File: config.mk
export PLATFORM = sky130hd
export DESIGN_NAME = overcurrent_retry_protector_unit
export DESIGN_NICKNAME = d
export VERILOG_FILES = /design/src/design/orp_pkg.sv /design/src/design/overcurrent_retry_protector_unit.sv /design/src/design/orp_cfg_regs.sv /design/src/design/orp_step.sv
export VERILOG_INCLUDE_DIRS = /design/src /design/src/design
export SDC_FILE = /design/constraint.sdc
export NUM_CORES = 1
export LEC_CHECK = 0
export BUFFER_PORTS_ARGS = -buffer_cell sky130_fd_sc_hd__buf_2
export CAP_MARGIN = 30
export CORE_MARGIN = 2
export CORE_UTILIZATION = 35
export CTS_BUF_LIST = sky130_fd_sc_hd__clkbuf_4 sky130_fd_sc_hd__clkbuf_8
export CTS_CLUSTER_DIAMETER = 30
export DETAILED_ROUTE_END_ITERATION = 10
export SLEW_MARGIN = 10
export SYNTH_ARGS = -nofsm -noshare
export SYNTH_HDL_FRONTEND = slang
export SYNTH_HIERARCHICAL = 1
export SYNTH_SLANG_ARGS = --single-unit
export TNS_END_PERCENT = 1
File: constraint.sdc
create_clock -name clk -period 5.3 [get_ports clk]
set_input_delay 1.325 -clock clk [delete_from_list [all_inputs] [get_ports clk]]
set_output_delay 1.325 -clock clk [all_outputs]
set_load 0.02 [all_outputs]
File: src/design/assert_macros.svh
// ----------------------------------------------------------------------------
// assertion macros
// shared concurrent assertion forms clocked on clk, ORP_ASSERT gated by rst_n
// ----------------------------------------------------------------------------
`ifndef ASSERT_MACROS_SVH
`define ASSERT_MACROS_SVH

// checked only outside reset
`define ORP_ASSERT(lbl, prop, msg) \
  lbl: assert property (@(posedge clk) disable iff (!rst_n) (prop)) else $error(msg);

// checked at every edge, reset included
`define ORP_ASSERT_ALWAYS(lbl, prop, msg) \
  lbl: assert property (@(posedge clk) (prop)) else $error(msg);

`endif

File: src/design/orp_pkg.sv
// ----------------------------------------------------------------------------
// orp_pkg
// types and constants of the overcurrent retry protector
// ----------------------------------------------------------------------------
package orp_pkg;

  localparam int unsigned TICK_W = 16;
  localparam int unsigned CFG_IDX_W = 3;
  localparam int unsigned STEP_W = 3;

  typedef enum logic [CFG_IDX_W-1:0] {
    CFG_DEBOUNCE = 3'd0,
    CFG_OBSERVE  = 3'd1,
    CFG_RETRY    = 3'd2,
    CFG_LOCKOUT  = 3'd3,
    CFG_WANT_CH  = 3'd4,
    CFG_WANT_AL  = 3'd5
  } cfg_idx_t;

  typedef enum logic [1:0] {
    MODE_IDLE     = 2'd0,
    MODE_DEBOUNCE = 2'd1,
    MODE_OBSERVE  = 2'd2
  } mode_t;

  typedef enum logic [1:0] {
    LVL_NORMAL  = 2'd0,
    LVL_TRY1    = 2'd1,
    LVL_TRY2    = 2'd2,
    LVL_LOCKOUT = 2'd3
  } level_t;

  localparam logic [STEP_W-1:0] STEP_0 = 3'd0;
  localparam logic [STEP_W-1:0] STEP_1 = 3'd1;
  localparam logic [STEP_W-1:0] STEP_2 = 3'd2;
  localparam logic [STEP_W-1:0] STEP_3 = 3'd3;
  localparam logic [STEP_W-1:0] STEP_4 = 3'd4;

  localparam logic [TICK_W-1:0] RST_DEBOUNCE = 16'd20;
  localparam logic [TICK_W-1:0] RST_OBSERVE  = 16'd1000;
  localparam logic [TICK_W-1:0] RST_RETRY    = 16'd3000;
  localparam logic [TICK_W-1:0] RST_LOCKOUT  = 16'd60000;

  typedef struct packed {
    logic [TICK_W-1:0] debounce_ticks;
    logic [TICK_W-1:0] observe_ticks;
    logic [TICK_W-1:0] retry_wait_ticks;
    logic [TICK_W-1:0] lockout_wait_ticks;
    logic              want_channel;
    logic              want_alarm;
  } cfg_t;

  typedef struct packed {
    level_t            level;
    logic [STEP_W-1:0] step;
    mode_t             mode;
    logic              hit;
    logic [TICK_W-1:0] countdown;
    logic              fail;
    logic              channel;
    logic              alarm;
  } state_t;

endpackage

File: src/design/overcurrent_retry_protector_unit.sv
// ----------------------------------------------------------------------------
// overcurrent_retry_protector_unit
// hiccup overcurrent protection with retry levels for two 12 V switches
// ----------------------------------------------------------------------------
// Each input word is one tick of the overcurrent sense pin; each tick gives
// exactly one result word with both switch drives, the failure latch, the
// protection level and the phase within it. A new tick is taken every clock
// while the output is not stalled: the word is held in the input register,
// the detector and sequencer update in one pass, and the new state is the
// result register. Output stall holds the result and backs up into the
// input register. Configuration writes take effect at the next tick and
// must be made while no tick is in flight.
// ----------------------------------------------------------------------------
`include "assert_macros.svh"

module overcurrent_retry_protector_unit (
  input  logic                          clk,
  input  logic                          rst_n,
  input  logic                          in_valid,
  output logic                          in_stall,
  input  logic                          in_overcurrent_sense,
  output logic                          out_valid,
  input  logic                          out_stall,
  output logic                          out_channel_drive,
  output logic                          out_alarm_drive,
  output logic                          out_failure,
  output logic [1:0]                    out_protection_level,
  output logic [orp_pkg::STEP_W-1:0]    out_phase,
  input  logic                          cfg_wr_en,
  input  logic [orp_pkg::CFG_IDX_W-1:0] cfg_index,
  input  logic [orp_pkg::TICK_W-1:0]    cfg_data
);
  import orp_pkg::*;

  cfg_t   cfg;
  state_t state_r;
  state_t state_nxt;
  logic   in_valid_r;
  logic   sense_r;
  logic   out_valid_r;
  logic   advance;

  orp_cfg_regs u_cfg (
    .clk       (clk),
    .rst_n     (rst_n),
    .cfg_wr_en (cfg_wr_en),
    .cfg_index (cfg_index),
    .cfg_data  (cfg_data),
    .cfg       (cfg)
  );

  orp_step u_step (
    .cur   (state_r),
    .cfg   (cfg),
    .sense (sense_r),
    .nxt   (state_nxt)
  );

  assign advance  = in_valid_r && (!out_valid_r || !out_stall);
  assign in_stall = in_valid_r && !advance;

  always_ff @(posedge clk) begin
    if (!rst_n) begin
      in_valid_r  <= 1'b0;
      out_valid_r <= 1'b0;
      state_r     <= '0;
    end else begin
      if (in_valid && !in_stall) begin
        in_valid_r <= 1'b1;
        sense_r    <= in_overcurrent_sense;
      end else if (advance) begin
        in_valid_r <= 1'b0;
      end
      if (advance) begin
        out_valid_r <= 1'b1;
        state_r     <= state_nxt;
      end else if (!out_stall) begin
        out_valid_r <= 1'b0;
      end
    end
  end

  assign out_valid            = out_valid_r;
  assign out_channel_drive    = state_r.channel;
  assign out_alarm_drive      = state_r.alarm;
  assign out_failure          = state_r.fail;
  assign out_protection_level = state_r.level;
  assign out_phase            = state_r.step;

  `ORP_ASSERT(a_fail_sticky, state_r.fail |=> state_r.fail, "failure latch cleared")
  `ORP_ASSERT(a_fail_off, state_r.fail |-> (!state_r.channel && !state_r.alarm), "drive on after failure")
  `ORP_ASSERT(a_normal_step, (state_r.level == LVL_NORMAL) |-> (state_r.step <= STEP_2), "bad normal step")
  `ORP_ASSERT_ALWAYS(a_stall_src, in_stall |-> (in_valid_r && out_valid_r && out_stall), "stall without backlog")

endmodule

File: src/design/orp_cfg_regs.sv
// ----------------------------------------------------------------------------
// orp_cfg_regs
// configuration register file, write only, values masked to register width
// ----------------------------------------------------------------------------
module orp_cfg_regs (
  input  logic                            clk,
  input  logic                            rst_n,
  input  logic                            cfg_wr_en,
  input  logic [orp_pkg::CFG_IDX_W-1:0]   cfg_index,
  input  logic [orp_pkg::TICK_W-1:0]      cfg_data,
  output orp_pkg::cfg_t                   cfg
);
  import orp_pkg::*;

  cfg_t cfg_r;

  always_ff @(posedge clk) begin
    if (!rst_n) begin
      cfg_r.debounce_ticks     <= RST_DEBOUNCE;
      cfg_r.observe_ticks      <= RST_OBSERVE;
      cfg_r.retry_wait_ticks   <= RST_RETRY;
      cfg_r.lockout_wait_ticks <= RST_LOCKOUT;
      cfg_r.want_channel       <= 1'b1;
      cfg_r.want_alarm         <= 1'b0;
    end else if (cfg_wr_en) begin
      case (cfg_index)
        CFG_DEBOUNCE: cfg_r.debounce_ticks     <= cfg_data;
        CFG_OBSERVE:  cfg_r.observe_ticks      <= cfg_data;
        CFG_RETRY:    cfg_r.retry_wait_ticks   <= cfg_data;
        CFG_LOCKOUT:  cfg_r.lockout_wait_ticks <= cfg_data;
        CFG_WANT_CH:  cfg_r.want_channel       <= cfg_data[0];
        CFG_WANT_AL:  cfg_r.want_alarm         <= cfg_data[0];
        default: ;
      endcase
    end
  end

  assign cfg = cfg_r;

endmodule

File: src/design/orp_step.sv
// ----------------------------------------------------------------------------
// orp_step
// one tick of detector and protection sequencer, next state from current
// ----------------------------------------------------------------------------
module orp_step (
  input  orp_pkg::state_t cur,
  input  orp_pkg::cfg_t   cfg,
  input  logic            sense,
  output orp_pkg::state_t nxt
);
  import orp_pkg::*;

  always_comb begin
    state_t s;
    logic   idle;
    logic   esc;
    logic   entry;
    s     = cur;
    esc   = 1'b0;
    entry = 1'b0;

    // detector
    unique case (s.mode)
      MODE_DEBOUNCE: begin
        if (s.countdown == '0) begin
          if (sense) s.hit = 1'b1;
          s.mode = MODE_IDLE;
        end else begin
          s.countdown = s.countdown - 1'b1;
        end
      end
      MODE_OBSERVE: begin
        if (sense) begin
          s.hit  = 1'b1;
          s.mode = MODE_IDLE;
        end else if (s.countdown == '0) begin
          s.mode = MODE_IDLE;
        end else begin
          s.countdown = s.countdown - 1'b1;
        end
      end
      default: ;
    endcase

    idle = (s.mode != MODE_DEBOUNCE) && (s.mode != MODE_OBSERVE);

    // sequencer
    if (s.level == LVL_NORMAL) begin
      unique case (s.step)
        STEP_0: begin
          if (sense) begin
            s.countdown = cfg.debounce_ticks;
            s.mode      = MODE_DEBOUNCE;
            s.hit       = 1'b0;
            s.step      = STEP_1;
          end
        end
        STEP_1: begin
          if (idle) begin
            if (s.hit) begin
              esc = 1'b1;
            end else begin
              s.countdown = cfg.observe_ticks;
              s.mode      = MODE_OBSERVE;
              s.hit       = 1'b0;
              s.step      = STEP_2;
            end
          end
        end
        STEP_2: begin
          if (idle) begin
            if (s.hit) esc = 1'b1;
            else       s.step = STEP_0;
          end
        end
        default: s.step = STEP_0;
      endcase
    end else begin
      unique case (s.step)
        STEP_0: entry = 1'b1;
        STEP_1: begin
          if (idle) begin
            s.countdown = (s.level == LVL_LOCKOUT) ? cfg.lockout_wait_ticks
                                                   : cfg.retry_wait_ticks;
            s.mode      = MODE_OBSERVE;
            s.step      = STEP_2;
          end
        end
        STEP_2: begin
          if (idle) begin
            if (s.hit) begin
              s.fail  = 1'b1;
              s.level = LVL_LOCKOUT;
              s.step  = STEP_0;
            end else begin
              if (cfg.want_alarm && !s.fail)   s.alarm   = 1'b1;
              if (cfg.want_channel && !s.fail) s.channel = 1'b1;
              s.countdown = cfg.debounce_ticks;
              s.mode      = MODE_DEBOUNCE;
              s.hit       = 1'b0;
              s.step      = STEP_3;
            end
          end
        end
        STEP_3: begin
          if (idle) begin
            if (s.hit) begin
              esc = 1'b1;
            end else begin
              s.countdown = cfg.observe_ticks;
              s.mode      = MODE_OBSERVE;
              s.hit       = 1'b0;
              s.step      = STEP_4;
            end
          end
        end
        STEP_4: begin
          if (idle) begin
            if (s.hit) begin
              esc = 1'b1;
            end else begin
              s.level = LVL_NORMAL;
              s.step  = STEP_0;
            end
          end
        end
        default: s.step = STEP_0;
      endcase
    end

    // escalation saturates at lockout, entry runs in the same tick
    if (esc) begin
      if (s.level != LVL_LOCKOUT) s.level = level_t'(s.level + 2'd1);
      entry = 1'b1;
    end

    if (entry) begin
      s.channel   = 1'b0;
      s.alarm     = 1'b0;
      s.countdown = cfg.debounce_ticks;
      s.mode      = MODE_DEBOUNCE;
      s.hit       = 1'b0;
      s.step      = STEP_1;
    end

    if (s.level == LVL_NORMAL) begin
      s.channel = cfg.want_channel && !s.fail;
      s.alarm   = cfg.want_alarm && !s.fail;
    end

    nxt = s;
  end

endmodule
### After elaboration in Yosys (flattened, before gate mapping)

Index checks and enable logic that the tools add are counted.

* muxes and demuxes: 55
* equal/unequal tests: 28
* reductions and logical operators: 37
* add/subtract/negate cells: 2

Operators with widths (number)
* $mux W22: 7
* $pmux W19 S2: 2
* $mux W16: 4
* $pmux W16 S3: 1
* $mux W27: 1
* $mux W2: 10
* $mux W19: 1
* $logic_not A16 Y1: 1
* $mux W1: 16
* $ne A4 B4 Y1 const B: 4
* $sub A16 B1 Y16 const B: 1
* $mux W3: 5
* $mux W5: 3
* $pmux W3 S5: 1
* $reduce_and A2 Y1: 7
* $eq A3 B2 Y1 const B: 4
* $reduce_and A6 Y1: 2
* $reduce_bool A3 Y1: 4
* $reduce_and A11 Y1: 1
* $eq A3 B3 Y1 const B: 3
* $ne A3 B1 Y1 const B: 3
* $pmux W3 S3: 1
* $logic_and A1 B1 Y1: 8
* $ne A4 B1 Y1 const B: 2
* 17 further kinds: 30

* output and inout bits: 10
* register bits: 96

### Depth between registers and ports, before layout

* word-level depth: 15
* gate-level depth with buffers: 19

### By module

The synthesis kept the hierarchy.

By module, submodules not included
* orp_step: times used 1, area each 2869.0 um2, seq. area each 0.0 um2, cells an instance 470
* orp_cfg_regs: times used 1, area each 2635.0 um2, seq. area each 1321.3 um2, cells an instance 255
* overcurrent_retry_protector_unit: times used 1, area each 1247.4 um2, seq. area each 610.6 um2, cells an instance 132

### Worst setup path before layout

No wires, ideal clock.

* kind: register to register
* start: register state_r[3] (netlist bit)
* end: register state_r[10] (netlist bit)
* stages on the path, launching flop included: 18
* library setup time: 0.120 ns
* path slack: 1.198 ns
* arrival: 3.982 ns
* cell sequence: dfxtp_1 inv_1 ha_1 or3b_2 nor4_4 nor2_1 o21ai_0 inv_1 ha_1 inv_1 nor3_1 a22oi_2 o21a_1 a211o_1 a221o_1 a32o_1 nand2_1 mux2i_1

RTL lines
* start, declared: RTL line overcurrent_retry_protector_unit.sv:36 `state_t state_r;`
* start signal, assigned: RTL line overcurrent_retry_protector_unit.sv:76 `state_r <= state_nxt;`

==> results.json <==
{
  "outcome": "finished clean",
  "synth_ff_type": "dfxtp_1",
  "required_ns": 5.65,
  "yosys.area_share.simple_pct": 25.1,
  "drt_iter0_drc": 641,
  "internal_power_mw": 1.03,
  "die_x_microns": 143,
  "die_area_sq_um": 20400,
  "skew_ns": 0.0217,
  "slew_headroom_pct": 38.5,
  "r2r_end": "state_r[12]",
  "yosys.cell_types.count": 86,
  "seq_area_frac_synth_pct": 28.6,
  "grt_start_max_net_pins": 107,
  "fin_crit_ns": 4.67,
  "r2r_setup_slack_ns": 0.63,
  "synth_warnings": 6,
  "ys_seq_elements": 96,
  "vias_per_cell": 5.73,
  "power.leakage_nw": 2.73,
  "overflow": 0,
  "hold_buffers": 0,
  "wl_microns": 21100,
  "grt_antenna_before_repair": 0,
  "async_reset_ff_share_pct": 0,
  "synth_edf_count": 1,
  "p_sw_share_pct": 33.2,
  "dp_hpwl_microns": 15200,
  "dieHeight_microns": 143,
  "cts.repair.resized": 0,
  "cp.arrival_ns": 5.02,
  "power_density_nw_per_um2": 213,
  "finalHoldViolations": 0,
  "nets": 883,
  "ir_drop_uv": 178,
  "rsz0062_at_grt": "false",
  "pwr-share-clk_pct": 31.2,
  "synth_compound_area_share_pct": 23.8,
  "vias": 6408,
  "worstReg2RegStart": "state_r[3]",
  "wl_per_cell_microns": 18.9,
  "start_util_pct": 35.9,
  "holdCritStartpoint": "u_cfg/cfg[33]",
  "hold_class": "reg -> reg",
  "areaGrowthSynthToFinish_pct": 7.71,
  "synth_mux_area_share_pct": 15.3,
  "synth-xor-area-share_pct": 0.130,
  "clk_latency_ns": 0.40,
  "switching_power_mw": 0.515,
  "first_global_vias": 5831,
  "worstHoldEndpoint": "u_cfg/cfg[33]",
  "finalMaxSlewViolations": 0,
  "startpoint_type": "register",
  "synth_top_family_by_area": "simple AND/OR/NAND/NOR gates",
  "clk_pin_slew_ns": 0.12,
  "drtPass1Iterations": 8,
  "port_buffers": 34,
  "syn_area_sq_um": 6750,
  "cts_tree": "yes",
  "fin_crit_sh_pct": 88.1,
  "fin_tns_setup_ns": 0,
  "synth.avg_cell_area_sq_um": 7.88,
  "h-tree-depth": 3,
  "post_cts.repair.setup_buffers": 0,
  "synthAdderAreaFrac_pct": 0.927,
  "worst_pin_slew_ns": 0.916,
  "reg2reg_depth": 18,
  "core_sq_um": 18800,
  "path_class": "reg -> reg",
  "syn_inst": 857,
  "ant_nets": 0,
  "remaining_drc_errors": 0,
  "combPwrFrac_pct": 19.8,
  "fmax_mhz": 214,
  "drive_gt1_share_pct": 12.0,
  "gp_congestion": 0.944,
  "fin_util_pct": 38.6,
  "cp_max_fo": 8,
  "io-pin-count": 35,
  "power_frac_seq_pct": 49.0,
  "track_usage_pct": 21.0,
  "cts_buffer_depth": 2,
  "min_path_cells": 2,
  "max_cap_violations": 0,
  "finalSetupViolCount": 0,
  "clock-root-buffer": "clkbuf_8",
  "fp-row-count": 50,
  "synth_fp_nets": 887,
  "clock_sinks": 96,
  "grt_pass1_wl_microns": 33400,
  "cts_buffers": 9,
  "crit_path_end_kind": "register",
  "whs_ns": 0.467,
  "diodes": 0
}
-- power groups by stage --
stage / Sequential [mW] / Clock (mW) / Combinational (mW)
floorplan: 0.768 / 0 / 0.224
global placement: 0.776 / 0 / 0.293
detailed placement: 0.777 / 0 / 0.296
CTS: 0.760 / 0.494 / 0.297
global route: 0.762 / 0.521 / 0.332
finish: 0.759 / 0.484 / 0.306
-- cell type report --
type / instances / area, sq um
tap: 260 / 325
clock buffer: 10 / 131
timing repair buffer: 55 / 365
multi-input combinational: 677 / 4410
inverter: 14 / 52.6
sequential: 96 / 1930
fill: 1990 / 11600
clock inverter: 6 / 52.6
-- critical path: stages, from the launching register on --
cell and delay, ns:
dfxtp_1 0.35, inv_1 0.10, ha_1 0.20, or3b_2 0.56
nor4_4 0.30, buf_4 0.20, nor2_1 0.06, o21ai_0 0.28
inv_1 0.11, ha_1 0.30, inv_1 0.18, nor3_1 0.30
a22oi_2 0.15, nor2_1 0.60, a221o_1 0.29, nor2_1 0.05
o41ai_1 0.35, nand2_1 0.09, mux2i_1 0.12
-- cell usage in the layout (no fill, tap or decap), drive strengths merged, types with 10 or more instances in the layout --
cell type,count
nor3,19
a21oi,47
o21ai,52
inv,17
a211oi,13
nor2,45
a31oi,14
nand3,13
a22oi,10
clkbuf,10
buf,55
dfxtp,95
a221oi,10
nor2b,42
nand2,170
mux2i,101
-- sequential cells by signal, summed over array words and instances, names as in the netlist --
| signal | flops |
|---|---|
| out_valid | 1 |
| in_valid_r | 1 |
| u_cfg/cfg | 66 |
| out_alarm_drive | 1 |
| out_protection_level | 2 |
| out_failure | 1 |
| out_phase | 3 |
| out_channel_drive | 1 |
| state_r | 19 |
| sense_r | 1 |
-- through the flow --
stage	instance area, sq um	total power, mW	worst slack, ns	instances
2_1_floorplan	6750	0.992	1.20	857
3_3_place_gp	7020	1.07	0.836	1098
3_5_place_dp	7050	1.07	0.693	1100
4_1_cts	7230	1.55	0.686	1116
5_1_grt	7270	1.62	0.259	1118
6_report	7270	1.55	0.628	1118
-- logic make-up (layout without fill, tap and decap cells) --
family                     after synthesis  after routing
xor gates and xnor gates                 1              1
adders and majority gates                5              5
and+or+nand+nor                        337            337
AOI/OAI and AO/OA                      231            231
DFF                                     96             96
muxes                                  103            103
buffers and inverters                   84             85
-- metal layers --
metal | GRT usage [%] | share of wire, % | vias to the layer above
met1 | 31.3 | 49 | 2983
met2 | 30.4 | 42 | 265
met5 | 0 | 0 | -
met4 | 6.62 | 2.3 | 0
li1 | - | - | 3112
met3 | 3.99 | 6.9 | 48
-- synth_stat cells, types with 5 or more instances --
cell type	number	area (sq um)
buf_4	10	75.1
or3_1	7	43.8
o211ai_1	8	60.1
buf_2	11	55.1
nand2_1	170	638
nor2b_1	42	263
o21ai_0	43	215
clkbuf_1	44	165
a31oi_1	14	87.6
a221oi_1	10	87.6
a22o_1	5	43.8
nand3_1	13	65.1
a21oi_1	46	230
inv_1	14	52.6
o31ai_1	6	45.0
nor3_1	19	95.1
ha_1	5	62.6
mux2i_1	101	1010
nor2_1	44	165
o21ai_1	7	35.0
a22oi_1	9	67.6
dfxtp_1	95	1900
a21o_1	8	60.1
o311ai_0	6	52.6
a211oi_1	10	75.1
-- worst max-delay path by stage --
stage,cells past startpoint,start,slack [ns],end
floorplan,17,state_r[3],1.20,state_r[10]
global placement,19,state_r[3],0.84,state_r[10]
detailed placement,19,state_r[3],0.69,state_r[10]
CTS,19,state_r[3],0.69,state_r[10]
global route,18,state_r[3],0.26,state_r[5]
finish,18,state_r[3],0.63,state_r[12]
(Power assumes the default switching activity.)
